### src/rtl/core/rss_pkg.sv
// rss_pkg: shared types, widths and constants of the sky shade and accumulate pipeline
// no dependencies; imported by every module of the block

package rss_pkg;

    localparam int W        = 32;
    localparam int CH       = 3;
    localparam int CNT_W    = 16;
    localparam int RAD_W    = 2 * W;
    localparam int SQ_STEPS = W;
    localparam int Q_W      = 17;
    localparam int DIV_STEPS = Q_W;
    localparam int SKY_W    = 17;
    localparam int PROD_W   = SKY_W + 1 + W;
    localparam int RECIP_SH = 22;
    localparam int RECIP_W  = 19;

    localparam logic [7:0]       MAX_BOUNCE = 8'd16;
    localparam logic [CNT_W-1:0] COUNT_MAX  = 16'hFFFF;
    localparam logic [SKY_W-1:0] ONE_Q16    = 17'd65536;
    localparam logic [RECIP_W-1:0] RECIP_10 = 19'd419431;

    typedef struct packed {
        logic [CH-1:0][W-1:0] atten;
        logic [CH-1:0][W-1:0] sum;
        logic [CNT_W-1:0]     count;
        logic                 live;
        logic                 y_neg;
    } t_side;

    typedef struct packed {
        logic [CH-1:0][W-1:0] sum;
        logic [CNT_W-1:0]     count;
        logic                 done;
    } t_res;

    function automatic logic [W-1:0] mag32(input logic [W-1:0] v);
        mag32 = v[W-1] ? (~v + 1'b1) : v;
    endfunction

endpackage

### src/rtl/core/rss_div.sv
// rss_div: restoring divider for |y| * 2^16 / length, one quotient bit per pipeline stage
// depends on rss_pkg

module rss_div import rss_pkg::*; (
    input  logic           i_clk,
    input  logic           i_rst_n,
    input  logic           i_en,
    input  logic           i_valid,
    input  logic [W-1:0]   i_num,
    input  logic [W-1:0]   i_den,
    input  t_side          i_side,
    output logic           o_valid,
    output logic [Q_W-1:0] o_quo,
    output logic           o_den_zero,
    output t_side          o_side
);

    logic [DIV_STEPS-1:0] r_valid;
    logic [W-1:0]         r_rem  [DIV_STEPS];
    logic [Q_W-1:0]       r_quo  [DIV_STEPS];
    logic [W-1:0]         r_den  [DIV_STEPS];
    logic                 r_zero [DIV_STEPS];
    t_side                r_side [DIV_STEPS];
    logic [W-1:0]         n_rem  [DIV_STEPS];
    logic [Q_W-1:0]       n_quo  [DIV_STEPS];
    logic [W-1:0]         n_den  [DIV_STEPS];
    logic                 n_zero [DIV_STEPS];
    t_side                n_side [DIV_STEPS];

    for (genvar k = 0; k < DIV_STEPS; k++) begin : g_step
        logic [W-1:0]   rem_in;
        logic           dbit;
        logic [Q_W-1:0] quo_in;
        logic [W:0]     rem_sh;
        logic [W+1:0]   diff;
        logic           take;

        if (k == 0) begin : g_first
            // upper dividend bits start below the divisor since the quotient fits Q_W bits
            assign rem_in    = {1'b0, i_num[W-1:1]};
            assign dbit      = i_num[0];
            assign quo_in    = '0;
            assign n_den[k]  = i_den;
            assign n_zero[k] = (i_den == '0);
            assign n_side[k] = i_side;
        end else begin : g_next
            assign rem_in    = r_rem[k-1];
            assign dbit      = 1'b0;
            assign quo_in    = r_quo[k-1];
            assign n_den[k]  = r_den[k-1];
            assign n_zero[k] = r_zero[k-1];
            assign n_side[k] = r_side[k-1];
        end

        assign rem_sh   = {rem_in, dbit};
        assign diff     = {1'b0, rem_sh} - {2'b00, n_den[k]};
        assign take     = ~diff[W+1];
        assign n_rem[k] = take ? diff[W-1:0] : rem_sh[W-1:0];
        assign n_quo[k] = {quo_in[Q_W-2:0], take};
    end

    always_ff @(posedge i_clk) begin
        if (!i_rst_n) begin
            r_valid <= '0;
        end else if (i_en) begin
            r_valid <= {r_valid[DIV_STEPS-2:0], i_valid};
        end
    end

    always_ff @(posedge i_clk) begin
        if (i_en) begin
            for (int k = 0; k < DIV_STEPS; k++) begin
                r_rem[k]  <= n_rem[k];
                r_quo[k]  <= n_quo[k];
                r_den[k]  <= n_den[k];
                r_zero[k] <= n_zero[k];
                r_side[k] <= n_side[k];
            end
        end
    end

    assign o_valid    = r_valid[DIV_STEPS-1];
    assign o_quo      = r_quo[DIV_STEPS-1];
    assign o_den_zero = r_zero[DIV_STEPS-1];
    assign o_side     = r_side[DIV_STEPS-1];

endmodule

### config.mk
export PLATFORM = sky130hd
export DESIGN_NAME = rss_div
export DESIGN_NICKNAME = d
export VERILOG_FILES = /design/src/rtl/core/rss_pkg.sv /design/src/rtl/core/rss_div.sv
export SDC_FILE = /design/constraint.sdc
export NUM_CORES = 2
export LEC_CHECK = 0
export BUFFER_PORTS_ARGS = -buffer_cell sky130_fd_sc_hd__buf_2
export CORE_MARGIN = 4
export CORE_UTILIZATION = 25
export CTS_BUF_LIST = sky130_fd_sc_hd__clkbuf_2 sky130_fd_sc_hd__clkbuf_4 sky130_fd_sc_hd__clkbuf_8
export DETAILED_ROUTE_END_ITERATION = 10
export PLACE_DENSITY = 0.39
export SLEW_MARGIN = 20
export SYNTH_ARGS = -nofsm -noshare
export SYNTH_HDL_FRONTEND = slang
export SYNTH_MEMORY_MAX_BITS = 65536
export SYNTH_SLANG_ARGS = --single-unit
### constraint.sdc
create_clock -name i_clk -period 3.6 [get_ports i_clk]
set_input_delay 0.36 -clock i_clk [delete_from_list [all_inputs] [get_ports i_clk]]
set_output_delay 0.36 -clock i_clk [all_outputs]
set_load 0.05 [all_outputs]
==> impl_metrics.yaml <==
status:
  status: "finished, violations left"
  violations: "negative setup slack"
clocking:
  cts_buffer_depth: 4
  htree_levels: 6
  cts_root_buf: "clkbuf_8"
  clk_pin_slew_worst_paths_ns: 0.06
  insertion_delay_ns: 1.26
  cts_made_buffers: 827
  cts_tree: "built"
  cts.sink_count: 4781
synthesis:
  synth_top_cells_by_area: "edfxtp_1 81%, ha_1 3.7%, mux2_2 1.6%, a21oi_1 1.6%, inv_1 1.4%"
  synth_cells: 9746
  synth_common_cells: "4764 x edfxtp_1, 648 x inv_1, 552 x a21oi_1"
  synth_seq_cells: 4781
  synth.avg_cell_area_sq_um: 18.1
  synth_top_area_share_pct: 80.9
  syn_nets: 10600
  yosysMostFrequentCell: "edfxtp_1"
  synth_edf_count: 4764
  synth_ff_type: "edfxtp_1"
  yosysTopAreaCell: "edfxtp_1"
  yosys_warnings: 0
  ys_seq_area_share_pct: 81.1
  ys_types: 91
  synth_area_sq_um: 177000
  postSynth.asyncResetShare_pct: 0
critical_path:
  cp_data_arrival_time_ns: 4.71
  crit_fanout: 3
  worstSetupStartpointType: "primary input"
  cpMostUsedCell: "dlygate4sd3_1"
  crit_path_cell_trace: "dlygate4sd3_1, buf_2, dlygate4sd3_1, buf_4, inv_1, ha_1, nor2b_1, o31ai_2, a21oi_1, o21bai_1, nand2_1, a21oi_1, nor3_1, a31oi_1, xnor2_1, mux2_2, dlygate4sd3_1"
  crit_family: "buffers and inverters"
  slowest_stage: "dlygate4sd3_1"
  slowest_delay_ns: 0.56
  crit_buf_inv: 6
  path_class: "in2reg"
  crit_path_end_kind: "register"
  cp.required_ns: 4.60
detailed_routing:
  vias_per_cell: 3.99
  drt-total-wl_microns: 327000
  drcViolationCount: 0
  drtIter0Drc: 5084
  vias: 88200
  drt_first_pass_iters: 6
  antenna_left: 0
  wire_per_inst_microns: 14.8
finish:
  drive_gt1_share_pct: 22.5
  finalNetCount: 13000
  multiInputGateArea_sq_um: 31800
  fillCellCount: 68100
  areaGrowthSynthToFinish_pct: 24.5
  seq_area_sq_um: 143000
  layout.cells.non_filler: 22100
  fin_util_pct: 31.3
  fin_area_sq_um: 220000
floorplan:
  coreArea_sq_um: 704000
  fp.dieH_microns: 849
  ios: 507
  num_rows: 308
  initial_utilization_pct: 25.1
  die_area_sq_um: 721000
  die_width_microns: 849
place:
  placed_area_sq_um: 195000
  io_buffers: 506
  dp_cells: 19900
  hpwlAfterDp_microns: 203000
  place_congestion: 0.851
power_and_ir_drop:
  vdd_drop_max_mv: 0.377
  p_leak_nw: 80.6
  power_density_nw_per_um2: 734
  finalPower_mw: 162
grt:
  grt_remaining_overflow: 0
  grt_pass1_vias: 94400
  grt_pass1_wl_microns: 512000
  grt_max_degree: 148
  grt_usage_pct: 8.63
  antenna_found_initial: 5
sta:
  slew_viol_final: 0
  skew_ns: 0.147
  worst_pin_slew_ns: 0.916
  max_freq_mhz: 269
  hold_slack_ns: 0.237
  rsz0062_at_grt: "true"
  fin_crit_sh_pct: 103
  period_minus_slack_ns: 3.71
  setup_viol: 17
  final_hold_viol_count: 0
  slew_headroom_pct: 39.0
  setup_ws_ns: -0.113
job:
  maxCapViolations: 0
hold_path:
  hold_path.class: "in2reg"
==> flip-flops by register name (all words and copies together), names as in the netlist <==
| name | cells |
|---|---|
| r_side | 3570 |
| r_den | 512 |
| r_rem | 512 |
| r_quo | 153 |
| r_valid | 17 |
| r_zero | 17 |
==> routing by layer <==
layer | routed length, microns | GRT usage (%)
met1 | 141000 | 10.6
met2 | 156000 | 14.5
met3 | 15300 | 1.87
met4 | 14800 | 3.93
met5 | 13 | 0
==> through the flow <==
step | TNS, ns | setup WS (ns)
after floorplan | 0 | 0.294
after global placement | -18.16 | -0.336
after detailed placement | -29.41 | -0.323
after CTS | -3.62 | -0.141
after global routing | -5.94 | -0.129
final | -0.340 | -0.113
==> final cells by class <==
cell class	count	share of cell area [%]
Sequential cell	4781	65.1
Antenna cell	2	0.00227
Inverter	648	1.10
Multi-Input combinational cell	4169	14.4
Tap cell	9300	5.28
Clock inverter	428	1.47
Timing Repair Buffer	1703	6.58
Clock buffer	1068	6.01
==> worst paths after layout <==
path / end / cells past startpoint / startpoint / slack [ns]
worst max-delay path: r_rem[0][29]$_DFFE_PP_ / 17 / i_den[1] / -0.11
worst min-delay path: r_zero[0][0]$_DFFE_PP_ / 5 / i_den[24] / 0.24
worst max register to register: r_rem[0][152]$_DFFE_PP_ / 14 / r_rem[0][97]$_DFFE_PP_ / -0.03
worst min register to register: r_side[0][1479]$_DFFE_PP_ / 0 / r_side[0][1269]$_DFFE_PP_ / 0.31
==> cells by family (layout without fill, tap and decap cells) <==
| kind of cell | count (synthesis) | count (layout) | share of synthesized area, % |
|---|---|---|---|
| xor+xnor | 411 | 411 | 2.04 |
| other cells | 0 | 2 | 0 |
| simple gates | 1245 | 1245 | 3.36 |
| buf+inv | 796 | 3847 | 1.74 |
| mux | 295 | 295 | 1.86 |
| flops | 4781 | 4781 | 81.1 |
| fa+ha+maj | 544 | 544 | 3.92 |
| compound gates | 1674 | 1674 | 5.98 |
==> repair_timing <==
action / in CTS / in global routing
endpoints found under the setup margin: 260 / 427
gates cloned: 10 / 12
buffers inserted: 37 / 56
gates resized for setup: 125 / 197
hold endpoints to repair: 2065 / 1
pin swaps: 38 / 82
hold buffers: 573 / 1
==> power breakdown <==
group	internal, mW	switching [mW]
sequential	69.7	2.93
clock	26.4	22.4
combinational	19.3	20.9
total	115	46.2
==> tightest hold or removal path, stage by stage <==
cell and delay (ns):
dlygate4sd3_1 0.52, buf_2 0.15, nor4_1 0.05, nand4_1 0.13, nor2_1 0.08
==> layout by cell type (no fill, tap or decap), drive strengths merged, types with 30 or more instances in the layout <==
cell type / n
edfxtp: 4764
buf: 1118
clkbuf: 1079
inv: 689
dlygate4sd3: 573
a21oi: 554
ha: 528
nand2: 357
o21ai: 356
nor2: 355
clkinv: 345
mux2: 268
xnor2: 255
a21o: 237
xor2: 156
nand3: 89
nor2b: 85
o21a: 73
nor3: 64
o21bai: 63
nand4: 61
nand2b: 56
a211oi: 55
a31oi: 50
and3: 44
o31ai: 44
o211ai: 43
bufinv: 30
Note: power is estimated with default switching activity, not from simulation.
