### config.mk
export PLATFORM = sky130hd
export DESIGN_NAME = rss_shade
export DESIGN_NICKNAME = d
export VERILOG_FILES = /design/src/rtl/core/rss_pkg.sv /design/src/rtl/core/rss_shade.sv
export SDC_FILE = /design/constraint.sdc
export NUM_CORES = 2
export LEC_CHECK = 0
export BUFFER_PORTS_ARGS = -buffer_cell sky130_fd_sc_hd__buf_2
export CORE_ASPECT_RATIO = 1.5
export CORE_MARGIN = 5
export CORE_UTILIZATION = 43
export CTS_BUF_LIST = sky130_fd_sc_hd__clkbuf_16
export CTS_CLUSTER_DIAMETER = 150
export DETAILED_ROUTE_END_ITERATION = 7
export MAX_ROUTING_LAYER = met4
export SETUP_SLACK_MARGIN = 0.3
export SYNTH_ARGS = -nofsm -noshare
export SYNTH_HDL_FRONTEND = slang
export SYNTH_SLANG_ARGS = --single-unit
### constraint.sdc
create_clock -name i_clk -period 20.8 [get_ports i_clk]
set_input_delay 3.12 -clock i_clk [delete_from_list [all_inputs] [get_ports i_clk]]
set_output_delay 3.12 -clock i_clk [all_outputs]
set_load 0.05 [all_outputs]
### src/rtl/core/rss_pkg.sv
// rss_pkg: shared types, widths and constants of the sky shade and accumulate pipeline
// no dependencies; imported by every module of the block

package rss_pkg;

    localparam int W        = 32;
    localparam int CH       = 3;
    localparam int CNT_W    = 16;
    localparam int RAD_W    = 2 * W;
    localparam int SQ_STEPS = W;
    localparam int Q_W      = 17;
    localparam int DIV_STEPS = Q_W;
    localparam int SKY_W    = 17;
    localparam int PROD_W   = SKY_W + 1 + W;
    localparam int RECIP_SH = 22;
    localparam int RECIP_W  = 19;

    localparam logic [7:0]       MAX_BOUNCE = 8'd16;
    localparam logic [CNT_W-1:0] COUNT_MAX  = 16'hFFFF;
    localparam logic [SKY_W-1:0] ONE_Q16    = 17'd65536;
    localparam logic [RECIP_W-1:0] RECIP_10 = 19'd419431;

    typedef struct packed {
        logic [CH-1:0][W-1:0] atten;
        logic [CH-1:0][W-1:0] sum;
        logic [CNT_W-1:0]     count;
        logic                 live;
        logic                 y_neg;
    } t_side;

    typedef struct packed {
        logic [CH-1:0][W-1:0] sum;
        logic [CNT_W-1:0]     count;
        logic                 done;
    } t_res;

    function automatic logic [W-1:0] mag32(input logic [W-1:0] v);
        mag32 = v[W-1] ? (~v + 1'b1) : v;
    endfunction

endpackage

### src/rtl/core/rss_shade.sv
// rss_shade: gradient parameter, sky colour, attenuation product and saturating accumulate
// depends on rss_pkg

module rss_shade import rss_pkg::*; (
    input  logic             i_clk,
    input  logic             i_rst_n,
    input  logic             i_en,
    input  logic             i_valid,
    input  logic [Q_W-1:0]   i_quo,
    input  logic             i_den_zero,
    input  t_side            i_side,
    input  logic [CNT_W-1:0] i_samples,
    output logic             o_valid,
    output t_res             o_res
);

    logic [3:0]                 r_valid;
    logic [SKY_W-1:0]           r1_t;
    logic [SKY_W:0]             r1_t3;
    t_side                      r1_side;
    logic [CH-1:0][SKY_W-1:0]   r2_sky;
    t_side                      r2_side;
    logic [CH-1:0][PROD_W-1:0]  r3_prod;
    t_side                      r3_side;
    t_res                       r4_res;

    logic signed [Q_W:0]        y_norm;
    logic [Q_W:0]               t_sum;
    logic [SKY_W-1:0]           n_t;
    logic [SKY_W:0]             sky_r_full;
    logic [SKY_W+RECIP_W:0]     g_prod;
    logic [CH-1:0][SKY_W-1:0]   n_sky;
    logic [CH-1:0][W-1:0]       n_sum;
    logic [W:0]                 acc      [CH];
    logic [W:0]                 contrib  [CH];
    logic [CNT_W-1:0]           count4;

    // stage 1: signed normalized y and t = (y + 1) / 2
    always_comb begin
        if (i_den_zero) begin
            y_norm = '0;
        end else if (i_side.y_neg) begin
            y_norm = -$signed({1'b0, i_quo});
        end else begin
            y_norm = $signed({1'b0, i_quo});
        end
        t_sum = $unsigned(y_norm) + (Q_W+1)'(ONE_Q16);
        n_t   = t_sum[Q_W:1];
    end

    // stage 2: sky colour, 3t/10 through a reciprocal multiply
    always_comb begin
        sky_r_full = (SKY_W+1)'(2 * ONE_Q16) - {1'b0, r1_t};
        g_prod     = (SKY_W+RECIP_W+1)'(r1_t3) * (SKY_W+RECIP_W+1)'(RECIP_10);
        n_sky[0]   = sky_r_full[SKY_W:1];
        n_sky[1]   = ONE_Q16 - SKY_W'(g_prod[SKY_W+RECIP_W:RECIP_SH]);
        n_sky[2]   = ONE_Q16;
    end

    // stage 4: floor of product, add and clamp
    always_comb begin
        for (int c = 0; c < CH; c++) begin
            contrib[c] = r3_side.live ? r3_prod[c][W+16:16] : '0;
            acc[c]     = {r3_side.sum[c][W-1], r3_side.sum[c]} + contrib[c];
            if (acc[c][W] != acc[c][W-1]) begin
                n_sum[c] = acc[c][W] ? {1'b1, {(W-1){1'b0}}} : {1'b0, {(W-1){1'b1}}};
            end else begin
                n_sum[c] = acc[c][W-1:0];
            end
        end
        count4 = r3_side.count;
    end

    always_ff @(posedge i_clk) begin
        if (!i_rst_n) begin
            r_valid <= '0;
        end else if (i_en) begin
            r_valid <= {r_valid[2:0], i_valid};
        end
    end

    always_ff @(posedge i_clk) begin
        if (i_en) begin
            r1_t    <= n_t;
            r1_t3   <= {1'b0, n_t} + {n_t, 1'b0};
            r1_side <= i_side;
            r2_sky  <= n_sky;
            r2_side <= r1_side;
            for (int c = 0; c < CH; c++) begin
                r3_prod[c] <= PROD_W'($signed({1'b0, r2_sky[c]}) * $signed(r2_side.atten[c]));
            end
            r3_side      <= r2_side;
            r4_res.sum   <= n_sum;
            r4_res.count <= count4;
            r4_res.done  <= (count4 == i_samples);
        end
    end

    assign o_valid = r_valid[3];
    assign o_res   = r4_res;

endmodule

==> impl_metrics.py <==
metrics = {
    "worst_hold_path": {
        "min_from": "r2_side[179]",
        "hold_class": "register to register",
        "min_to": "r3_prod[117]",
        "min_path_cells": 0,
    },
    "outcome": {
        "status": "finished clean",
    },
    "logic_synthesis": {
        "ys_warn_count": 0,
        "synthAdderAreaFrac_pct": 39.3,
        "synth_top_area_share_pct": 33.1,
        "synth_top_family_by_area": "adder cells",
        "muxShareOfSynthArea_pct": 0.182,
        "syn_nets": 8434,
        "async_flop_share_pct": 0,
        "synth-simple-area-share_pct": 10.7,
        "synth_seq_cells": 814,
        "netlist_top_cells_area": "edfxtp_1 33%, fa_1 31%, ha_1 7.9%",
        "ys.flop_type": "edfxtp_1",
        "synth_xor_area_share_pct": 2.97,
        "syn_area_per_cell_um2": 11.1,
        "synth_cell_types": 77,
        "synth_edf_count": 810,
        "yosys.area.top_type": "edfxtp_1",
        "netlist_area_um2": 73400,
        "yosysSeqAreaShare_pct": 33.3,
        "synth_compound_gate_area_share_pct": 5.21,
        "synthCells": 6592,
    },
    "floorplan": {
        "die_h_um": 516,
        "io_pins": 362,
        "start_util_pct": 43.3,
        "coreArea_um2": 170000,
        "die-area_um2": 179000,
        "rows": 185,
        "die_w_um": 347,
    },
    "cells_and_area": {
        "num-fill-cells": 15500,
        "fin_nets": 8712,
        "stdcell_count": 9193,
        "syn_to_final_growth_pct": 9.75,
        "drive_gt1_share_pct": 8.34,
        "final_util_pct": 47.5,
    },
    "placed_design": {
        "dp_hpwl_um": 145000,
        "gp_congestion": 0.888,
        "dp_cells": 9028,
        "io_buffer_count": 361,
    },
    "drt": {
        "wl_per_cell_um": 20.2,
        "dr.pass1.iters": 6,
        "drt-initial-drc-count": 2521,
        "dr_total_vias": 46600,
        "wl_um": 186000,
        "ant_nets": 0,
        "viasPerCell": 5.07,
        "drc_errors": 0,
    },
    "clocking": {
        "clock_sinks": 814,
        "ctsRootBufferMaster": "clkbuf_16",
        "clk_path_buf_depth": 3,
        "cts_buffers": 84,
        "cts_hold_buffers": 0,
        "cts_max_level": 3,
        "worstSkewPairLatency_ns": 0.75,
        "ctsResizeCount": 0,
        "cts_tree": "built",
        "clk_pin_slew_worst_paths_ns": 0.07,
        "cts_setup_buffers": 0,
    },
    "sta": {
        "maxSlewHeadroom_pct": 23.2,
        "grt_setup_unrepaired": "no",
        "finClkSkew_ns": 0.0633,
        "finalHoldViolCount": 0,
        "drv_slew": 0,
        "post-route-period-util_pct": 36.9,
        "fin_crit_ns": 7.67,
        "setup_viol": 0,
        "fin_setup_tns_ns": 0,
        "fmax_ghz": 0.130,
        "worstMarginPinSlew_ns": 1.15,
    },
    "worst_setup_path": {
        "required_ns": 21.23,
        "critPathKind": "register to register",
        "worst-path-max-fanout": 17,
        "arrival_ns": 8.10,
        "critPathCaptureType": "register",
        "r2r_end": "r3_prod[98]",
        "r2r_start": "r2_side[158]",
        "rr_worst_depth": 22,
        "start_kind": "register",
        "ff2ff_setup_slack_ns": 13.13,
    },
    "global_routing": {
        "grt_start_max_net_pins": 83,
        "grt_overflow_total": 0,
        "antenna_found_initial": 18,
        "grt.total_usage_pct": 21.6,
        "grt_pass1_vias": 51000,
        "grt_pass1_wl_um": 290000,
    },
    "run": {
        "drv_cap": 0,
    },
}
-- per-stage QoR --
stage,hold WS [ns],area (µm²),setup WS (ns)
finish,0.380,80500,13.13
global route,0.376,80500,12.69
CTS,0.369,80500,13.00
detailed placement,0.405,77600,13.07
global placement,0.400,77600,13.18
floorplan,0.400,73400,14.22
-- cells by family (layout without fill, tap and decap cells) --
| kind of cell | count (synthesis) | after routing |
|---|---|---|
| xor gates and xnor gates | 249 | 249 |
| AOI/OAI and AO/OA | 592 | 592 |
| other | 0 | 9 |
| muxes | 12 | 12 |
| adders and majority gates | 1638 | 1638 |
| and+or+nand+nor | 1664 | 1664 |
| buffers and inverters | 1623 | 1971 |
| DFF | 814 | 814 |
-- placed cells by master, fill, tap and decap left out, types with 7 or more instances in the layout --
cell / instances
a21oi_1: 182
bufinv_16: 11
and3_1: 29
inv_1: 1410
nor4_1: 9
o31a_1: 7
clkinv_16: 7
ha_1: 463
clkinv_2: 11
nand3_1: 44
maj3_1: 44
nand2b_1: 29
xnor2_1: 152
clkbuf_16: 84
nand4_1: 24
nand2_1: 885
nor2_1: 117
or3_1: 11
buf_2: 360
o21ai_0: 108
or2_2: 13
o211ai_1: 17
nor2b_1: 26
buf_4: 54
and2_1: 414
clkinv_1: 16
xor2_1: 95
o21a_1: 25
a21o_1: 97
o31ai_1: 14
fa_1: 1131
nor3_1: 32
edfxtp_1: 810
diode_2: 9
a211oi_1: 21
o21bai_1: 20
a31oi_1: 23
mux2i_1: 10
-- synth_stat cells (24+ instances only) --
cell type / n
a21o_1: 97
a21oi_1: 182
and2_1: 414
and3_1: 29
clkbuf_1: 210
edfxtp_1: 810
fa_1: 1131
ha_1: 463
inv_1: 1400
maj3_1: 44
nand2_1: 885
nand2b_1: 29
nand3_1: 44
nand4_1: 24
nor2_1: 117
nor2b_1: 26
nor3_1: 32
o21a_1: 25
o21ai_0: 108
xnor2_1: 154
xor2_1: 95
-- registers in the layout (all words and copies together) (netlist names) --
register,cells
count4,16
o_res,113
r1_side,209
r1_t,17
r1_t3,17
r2_side,209
r2_sky,34
r3_prod,98
r3_side,97
r_valid,4
-- layer usage --
| layer | vias to the layer above | global-route usage, % | routed length (µm) |
|---|---|---|---|
| li1 | 21200 | - | - |
| met1 | 23800 | 24.9 | 71900 |
| met2 | 1249 | 39.0 | 99000 |
| met3 | 342 | 2.60 | 8440 |
| met4 | 0 | 7.29 | 6730 |
| met5 | - | - | 0 |
-- worst max-delay path, stage by stage, from the launching register on --
cell	delay [ns]
edfxtp_1	0.79
nand2_1	0.18
fa_1	0.56
inv_1	0.05
fa_1	0.53
inv_1	0.05
fa_1	0.49
inv_1	0.05
fa_1	0.56
fa_1	0.44
fa_1	0.45
ha_1	0.33
a222oi_1	0.36
nand2_1	0.09
a31oi_1	0.34
o31ai_1	0.24
a211oi_1	0.52
o21ai_0	0.15
buf_4	0.19
a22oi_1	0.34
o21ai_0	0.21
o41ai_1	0.35
xnor2_1	0.12
-- worst max-delay path by stage --
| stage | end | startpoint | cells after the start | slack [ns] |
|---|---|---|---|---|
| after global routing | r3_prod[98] | r2_side[158] | 22 | 12.69 |
| after detailed placement | r3_prod[98] | r2_side[158] | 22 | 13.07 |
| after CTS | r3_prod[98] | r2_side[158] | 22 | 13.00 |
| final | r3_prod[98] | r2_side[158] | 22 | 13.13 |
| after global placement | r3_prod[98] | r2_side[158] | 22 | 13.18 |
| after floorplan | r3_prod[98] | r2_side[156] | 23 | 14.22 |
-- final cells by class --
class / instances / area, µm² / share of cell area, %
multi-input combinational: 4155 / 42900 / 53.3
sequential: 814 / 24400 / 30.3
inverter: 1400 / 5260 / 6.52
tap: 2244 / 2810 / 3.49
timing repair buffer: 415 / 2220 / 2.76
clock buffer: 84 / 2100 / 2.61
clock inverter: 72 / 840 / 1.04
antenna: 9 / 22.5 / 0.0280
Power is not shown: default switching activity piles up to over one toggle a cycle in this logic, so the estimate is an artifact.
